`config.mk`:
```
export PLATFORM = sky130hd
export DESIGN_NAME = fbpa_apb
export DESIGN_NICKNAME = d
export VERILOG_FILES = /design/src/rtl/fbpa_pkg.sv /design/src/rtl/fbpa_apb.sv
export SDC_FILE = /design/constraint.sdc
export NUM_CORES = 1
export LEC_CHECK = 0
export ABC_AREA = 1
export BUFFER_PORTS_ARGS = -buffer_cell sky130_fd_sc_hd__buf_4
export CORE_ASPECT_RATIO = 1.75
export CORE_MARGIN = 8
export CORE_UTILIZATION = 44
export CTS_BUF_LIST = sky130_fd_sc_hd__clkbuf_4 sky130_fd_sc_hd__clkbuf_8
export DETAILED_ROUTE_END_ITERATION = 12
export PLACE_DENSITY = 0.79
export SKIP_LAST_GASP = 1
export SYNTH_ARGS = -nofsm -noshare
export SYNTH_HDL_FRONTEND = slang
export SYNTH_SLANG_ARGS = --single-unit
```
`constraint.sdc`:
```
create_clock -name i_clk -period 0.9 [get_ports i_clk]
set_input_delay 0.09 -clock i_clk [delete_from_list [all_inputs] [get_ports i_clk]]
set_output_delay 0.09 -clock i_clk [all_outputs]
set_load 0.005 [all_outputs]
```
`src/rtl/fbpa_pkg.sv`:
```
// ----------------------------------------------------------------------------
// Fixed block pool allocator package
// Codes, widths and shared types for the pool allocator and its parts.
// ----------------------------------------------------------------------------
package fbpa_pkg;

    // Fixed field widths of the request and result items.
    localparam int FUNC_W    = 2;
    localparam int POOL_ID_W = 3;
    localparam int BLOCK_W   = 10;
    localparam int CAP_W     = 11;
    localparam int STATUS_W  = 2;
    localparam int TOTAL_W   = 32;

    // Configuration port geometry: eight 32-bit capacity registers.
    localparam int APB_DATA_W = 32;
    localparam int APB_ADDR_W = 5;
    localparam int REG_IDX_W  = 3;

    // Capacity of every pool after reset, before clamping.
    localparam logic [CAP_W-1:0] CAP_RESET = 11'd256;

    // Request functions.
    localparam logic [FUNC_W-1:0] FN_ACQUIRE = 2'd0;
    localparam logic [FUNC_W-1:0] FN_RELEASE = 2'd1;
    localparam logic [FUNC_W-1:0] FN_READ    = 2'd2;
    localparam logic [FUNC_W-1:0] FN_CLEAR   = 2'd3;

    // Result status codes.
    localparam logic [STATUS_W-1:0] ST_OK    = 2'd0;
    localparam logic [STATUS_W-1:0] ST_EMPTY = 2'd1;
    localparam logic [STATUS_W-1:0] ST_FULL  = 2'd2;

    // Capacity write event from the register block to the pool logic.
    typedef struct packed {
        logic                 valid;
        logic [POOL_ID_W-1:0] pool;
        logic [CAP_W-1:0]     cap;
    } t_cfg_wr;

    // Saturate a capacity value to the number of blocks a pool can hold.
    function automatic logic [CAP_W-1:0] clamp_cap(logic [CAP_W-1:0] v, int max_blocks);
        logic [CAP_W-1:0] res;
        if (32'(v) > max_blocks) begin
            res = CAP_W'(max_blocks);
        end else begin
            res = v;
        end
        return res;
    endfunction

endpackage

```
`src/rtl/fbpa_apb.sv`:
```
// ----------------------------------------------------------------------------
// Capacity register block
// APB-style slave holding one clamped capacity register per pool and
// signaling each capacity write so the pool can be reinitialized.
// ----------------------------------------------------------------------------
module fbpa_apb import fbpa_pkg::*; #(
    parameter int POOL_COUNT = 8,
    parameter int MAX_BLOCKS = 1024
) (
    input  logic                  i_clk,
    input  logic                  i_rst_n,
    input  logic                  psel,
    input  logic                  penable,
    input  logic                  pwrite,
    input  logic [APB_ADDR_W-1:0] paddr,
    input  logic [APB_DATA_W-1:0] pwdata,
    output logic [APB_DATA_W-1:0] prdata,
    output logic                  pready,
    output logic [CAP_W-1:0]      o_cap [POOL_COUNT],
    output t_cfg_wr               o_cfg_wr
);

    localparam int PW = (POOL_COUNT > 1) ? $clog2(POOL_COUNT) : 1;

    logic [CAP_W-1:0]     r_cap [POOL_COUNT];
    logic [REG_IDX_W-1:0] reg_idx;
    logic                 reg_ok;
    logic                 wr_strobe;
    logic [CAP_W-1:0]     wr_cap;

    // Address decode; registers beyond the pool count are not present.
    assign reg_idx   = paddr[APB_ADDR_W-1:2];
    assign reg_ok    = (32'(reg_idx) < POOL_COUNT);
    assign wr_strobe = psel && penable && pwrite && reg_ok;
    assign wr_cap    = clamp_cap(pwdata[CAP_W-1:0], MAX_BLOCKS);
    assign pready    = 1'b1;

    // Capacity registers.
    always_ff @(posedge i_clk) begin
        if (!i_rst_n) begin
            for (int p = 0; p < POOL_COUNT; p++) begin
                r_cap[p] <= clamp_cap(CAP_RESET, MAX_BLOCKS);
            end
        end else if (wr_strobe) begin
            r_cap[PW'(reg_idx)] <= wr_cap;
        end
    end

    // Read data and write event.
    always_comb begin
        prdata = '0;
        if (reg_ok) begin
            prdata = APB_DATA_W'(r_cap[PW'(reg_idx)]);
        end
        o_cfg_wr.valid = wr_strobe;
        o_cfg_wr.pool  = reg_idx;
        o_cfg_wr.cap   = wr_cap;
    end

    assign o_cap = r_cap;

endmodule

```
# Word level (Yosys, flattened, before mapping)

Cells that the tools add are included.

Register bits: 88
Output and inout port bits: 136
Input bits: 42
Word-level logic and storage cells: 22

Multiplexer cells: 7
Reductions and logical operators: 3
Order comparisons: 3
Bitwise operators: 1

Operators by type and width:

| cell                                                       | number |
|---|---|
| bitwise mux 88 bit                                         | 1 |
| 2-to-1 mux 11 bit                                          | 4 |
| binary-select mux 11 bit (select 3 bit)                    | 1 |
| demux 11 bit (select 3 bit)                                | 1 |
| > comparator 11 bit, second input constant                 | 1 |
| >= comparator 4 bit, second input constant                 | 1 |
| less-than comparator 4 x 1 -> 1 bit, second input constant | 1 |
| NOT 3 -> 4 bit                                             | 1 |
| logical AND 1 bit                                          | 3 |

# Depth between registers and ports, before layout

Word-level depth: 6
Gate-level depth with buffers: 9
Gate-level depth less buffers: 7

# Worst setup path before layout

Ideal clock, no wire load.

Kind: in2out
From: input paddr[2]
To: output prdata[10]
Setup slack: -0.099 ns
Data arrival time: 0.909 ns
Path buffers: 1
Required time: 0.810 ns
Stages on the path: 8
Cell sequence: buf_2 -> inv_2 -> nand3_1 -> clkinv_1 -> nand2_1 -> nand2_1 -> a21oi_1 -> nand3_1

Cells in the longest elaborated chain, start to end: 4

RTL lines:

| element                                               | line           | source |
|---|---|---|
| from (decl)                                           | fbpa_apb.sv:15 | `input logic [APB_ADDR_W-1:0] paddr,` |
| NOT 3 -> 4 bit (implied by the code)                  | fbpa_apb.sv:53 | `prdata = APB_DATA_W'(r_cap[PW'(reg_idx)]);` |
| binary-select mux 11 bit (select 3 bit)               | fbpa_apb.sv:53 |  |
| 2-to-1 mux 11 bit (implied by the code) (2 in series) | fbpa_apb.sv:53 |  |
| to (decl)                                             | fbpa_apb.sv:17 | `output logic [APB_DATA_W-1:0] prdata,` |

Every way passes these cells. The select of a mux whose other input is x is not followed.

# Final worst setup path

From: register r_cap (netlist bit o_cap[68])
To: output prdata[2]

Cells in the longest elaborated chain, start to end: 3

RTL lines:

| element                                               | line           | source |
|---|---|---|
| from (decl)                                           | fbpa_apb.sv:25 | `logic [CAP_W-1:0] r_cap [POOL_COUNT];` |
| from (signal, indexed assignment)                     | fbpa_apb.sv:42 | `r_cap[p] <= clamp_cap(CAP_RESET, MAX_BLOCKS);` |
| from (signal, indexed assignment)                     | fbpa_apb.sv:45 | `r_cap[PW'(reg_idx)] <= wr_cap;` |
| binary-select mux 11 bit (select 3 bit)               | fbpa_apb.sv:53 |  |
| 2-to-1 mux 11 bit (implied by the code) (2 in series) | fbpa_apb.sv:53 |  |

Every way passes these cells. The select of a mux whose other input is x is not followed.

==> impl_metrics.tcl <==
set metrics [dict create \
    start_util 0.4464 \
    wl_met1_um 6565 \
    insertion_delay_ns 0.38 \
    via_per_inst 5.832 \
    area_growth_pct 85.58 \
    skew_ns 0 \
    dr.pass1.iters 5 \
    synth-async-reset-ratio 0 \
    die-area_mm2 0.01247 \
    hold_viol 0 \
    nNetsFinal 838 \
    htreeDepth 3 \
    route.met2.wl_um 10500 \
    setup_violations 139 \
    path_buf_inv 1 \
    finalCritPeriodShare 1.706 \
    top_layer "met4" \
    cp-end-kind "output port" \
    cts_tree "built" \
    die_y_um 141.9 \
    largest_reg_flops 88 \
    wl_met3_um 2155 \
    rsz0062_at_grt "yes" \
    cts.sinks 88 \
    hold_class "primary input to flop" \
    critPathTopFamily "simple AND/OR/NAND/NOR gates" \
    clockBufferDepth 2 \
    rows 46 \
    slowest_delay_ns 0.34 \
    ys_ff_latch 88 \
    synth-main-ff-cell "dfxtp_1" \
    dr_total_vias 5371 \
    critical_path_peak_fanout 2 \
    ys_warn_count 0 \
    yosys.area.top_type "dfxtp_1" \
    boundaryPins 178 \
    p_leak_uw 0.003360 \
    ant_nets 0 \
    hpwl_um 11670 \
    cts.clk_slew.worst_paths_ns 0.09 \
    drv_cap 0 \
    drc_errors 0 \
    drtIter0Drc 675 \
    yosysUniqueCellTypes 25 \
    yosysTopAreaCellShare 0.4423 \
    peakVddDrop_mv 1.538 \
    hold_depth 3 \
    port_buffers 132 \
    grt_pass1_vias 5051 \
    drive_above_1_share 0.6267 \
    status "finished with violations" \
    slowest_stage "dfxtp_2" \
    critPathMostFrequentCell "nand2_1" \
    finalPower_uw 8291 \
    synth_edf_count 0 \
    cts_made_buffers 9 \
    cp-start-kind "flop" \
    synth_most_common_cell "nand2_1" \
    slew_viol_final 0 \
    synth_area_mm2 0.003983 \
    finalWorstPathRequiredPeriod_ns 1.535 \
    crit_cells 5 \
    power.density_mw_per_mm2 1122 \
    grt_overflow 0 \
    wl_um 20900 \
    final_util 0.8285 \
    grt_max_degree 32 \
    cts_root_buf "clkbuf_8" \
    grt_pass1_wl_um 27090 \
    antenna_found_initial 0 \
    required_ns 0.81 \
    fin_ws_ns -0.6350 \
    gp_congestion 0.9399 \
    violations "negative setup slack" \
    critPathKind "flop to output port" \
    tns_ns -18.07 \
    syn_inst 551 \
    ctsHoldBuffers 0 \
    worstPathCellList "nand2_1 -> nand2_1 -> nor2_1 -> nand3_1 -> buf_4" \
    netlist_top_cells_area "dfxtp_1, a21oi_1, o21ai_0" \
    fmax_mhz 651.5 \
    synth_area_per_cell_um2 7.228 \
    die_width_um 87.92 \
    diodes 0 \
    synthTopCellsByCount "nand2_1, a21oi_1, dfxtp_1" \
    ys_seq_area_frac 0.4423 \
    arrival_ns 1.44 \
    wl_per_cell_um 22.69 \
    r2r_cells 4 \
    core_area_mm2 0.008921 \
    grtUsageTotal 0.2848 \
]
-- cell families after synthesis --
logic type / after synthesis / share of synthesized area
flops: 88 / 0.4424
simple gates: 174 / 0.1844
buf+inv: 106 / 0.1382
other cells: 2 / 0.001886
compound gates: 181 / 0.2331
-- final timing paths --
check        startpoint        end  slack [ns]
min reg2reg    o_cap[9]   o_cap[9]        0.55
max           o_cap[68]  prdata[2]       -0.63
max reg2reg   o_cap[64]  o_cap[64]       -0.13
min             i_rst_n  o_cap[64]         0.1
-- area by class of cell --
type / count / area [um2]
fillers: 503 / 1530
flip-flops and latches: 88 / 1879
multi-input cells: 377 / 2232
well taps: 120 / 150.1
clock inverters: 4 / 51.30
inverters: 47 / 203.9
repair buffers: 273 / 2715
clock buffers: 12 / 158.9
-- power by group --
group          switching [uW]  total [uW]  internal [uW]
Sequential               53.6        3990           3940
Combinational             702        1320            613
Clock                    1510        2980           1470
-- placed cells by master (no fill, tap or decap), drive strengths merged, types with 12 or more instances in the layout --
| cell | count |
|---|---|
| buf | 273 |
| nand3 | 22 |
| a21oi | 93 |
| nor2 | 39 |
| conb | 22 |
| inv | 43 |
| dfxtp | 88 |
| o21ai | 82 |
| clkbuf | 12 |
| nand2 | 105 |
-- layer usage --
| layer | vias to the layer above | GRT usage |
|---|---|---|
| met5 | - | 0 |
| met2 | 455 | 0.4948 |
| met1 | 2506 | 0.2985 |
| met3 | 144 | 0.05620 |
| met4 | 0 | 0.1852 |
| li1 | 2266 | - |
-- stage by stage --
stage | cells | worst slack (ns) | area (um2) | hold WS, ns
2_1_floorplan | 571 | -0.07849 | 4136 | 0.2579
3_3_place_gp | 874 | -0.3849 | 5747 | 0.3914
3_5_place_dp | 874 | -0.3956 | 5747 | 0.3949
4_1_cts | 903 | -0.5313 | 6725 | 0.003687
5_1_grt | 921 | -0.7678 | 7391 | 0.07036
6_report | 921 | -0.6350 | 7391 | 0.09792
-- worst min-delay path, stage by stage --
cell and delay (ns):
buf_4 0.15, o21ai_2 0.12, nor2_1 0.08
-- timing repair --
item | in CTS | in global routing
resized for setup | 228 | 178
endpoints found under the setup margin | 107 | 165
pin swaps | 40 | 40
buffers inserted | 20 | 42
(Power assumes the default switching activity.)
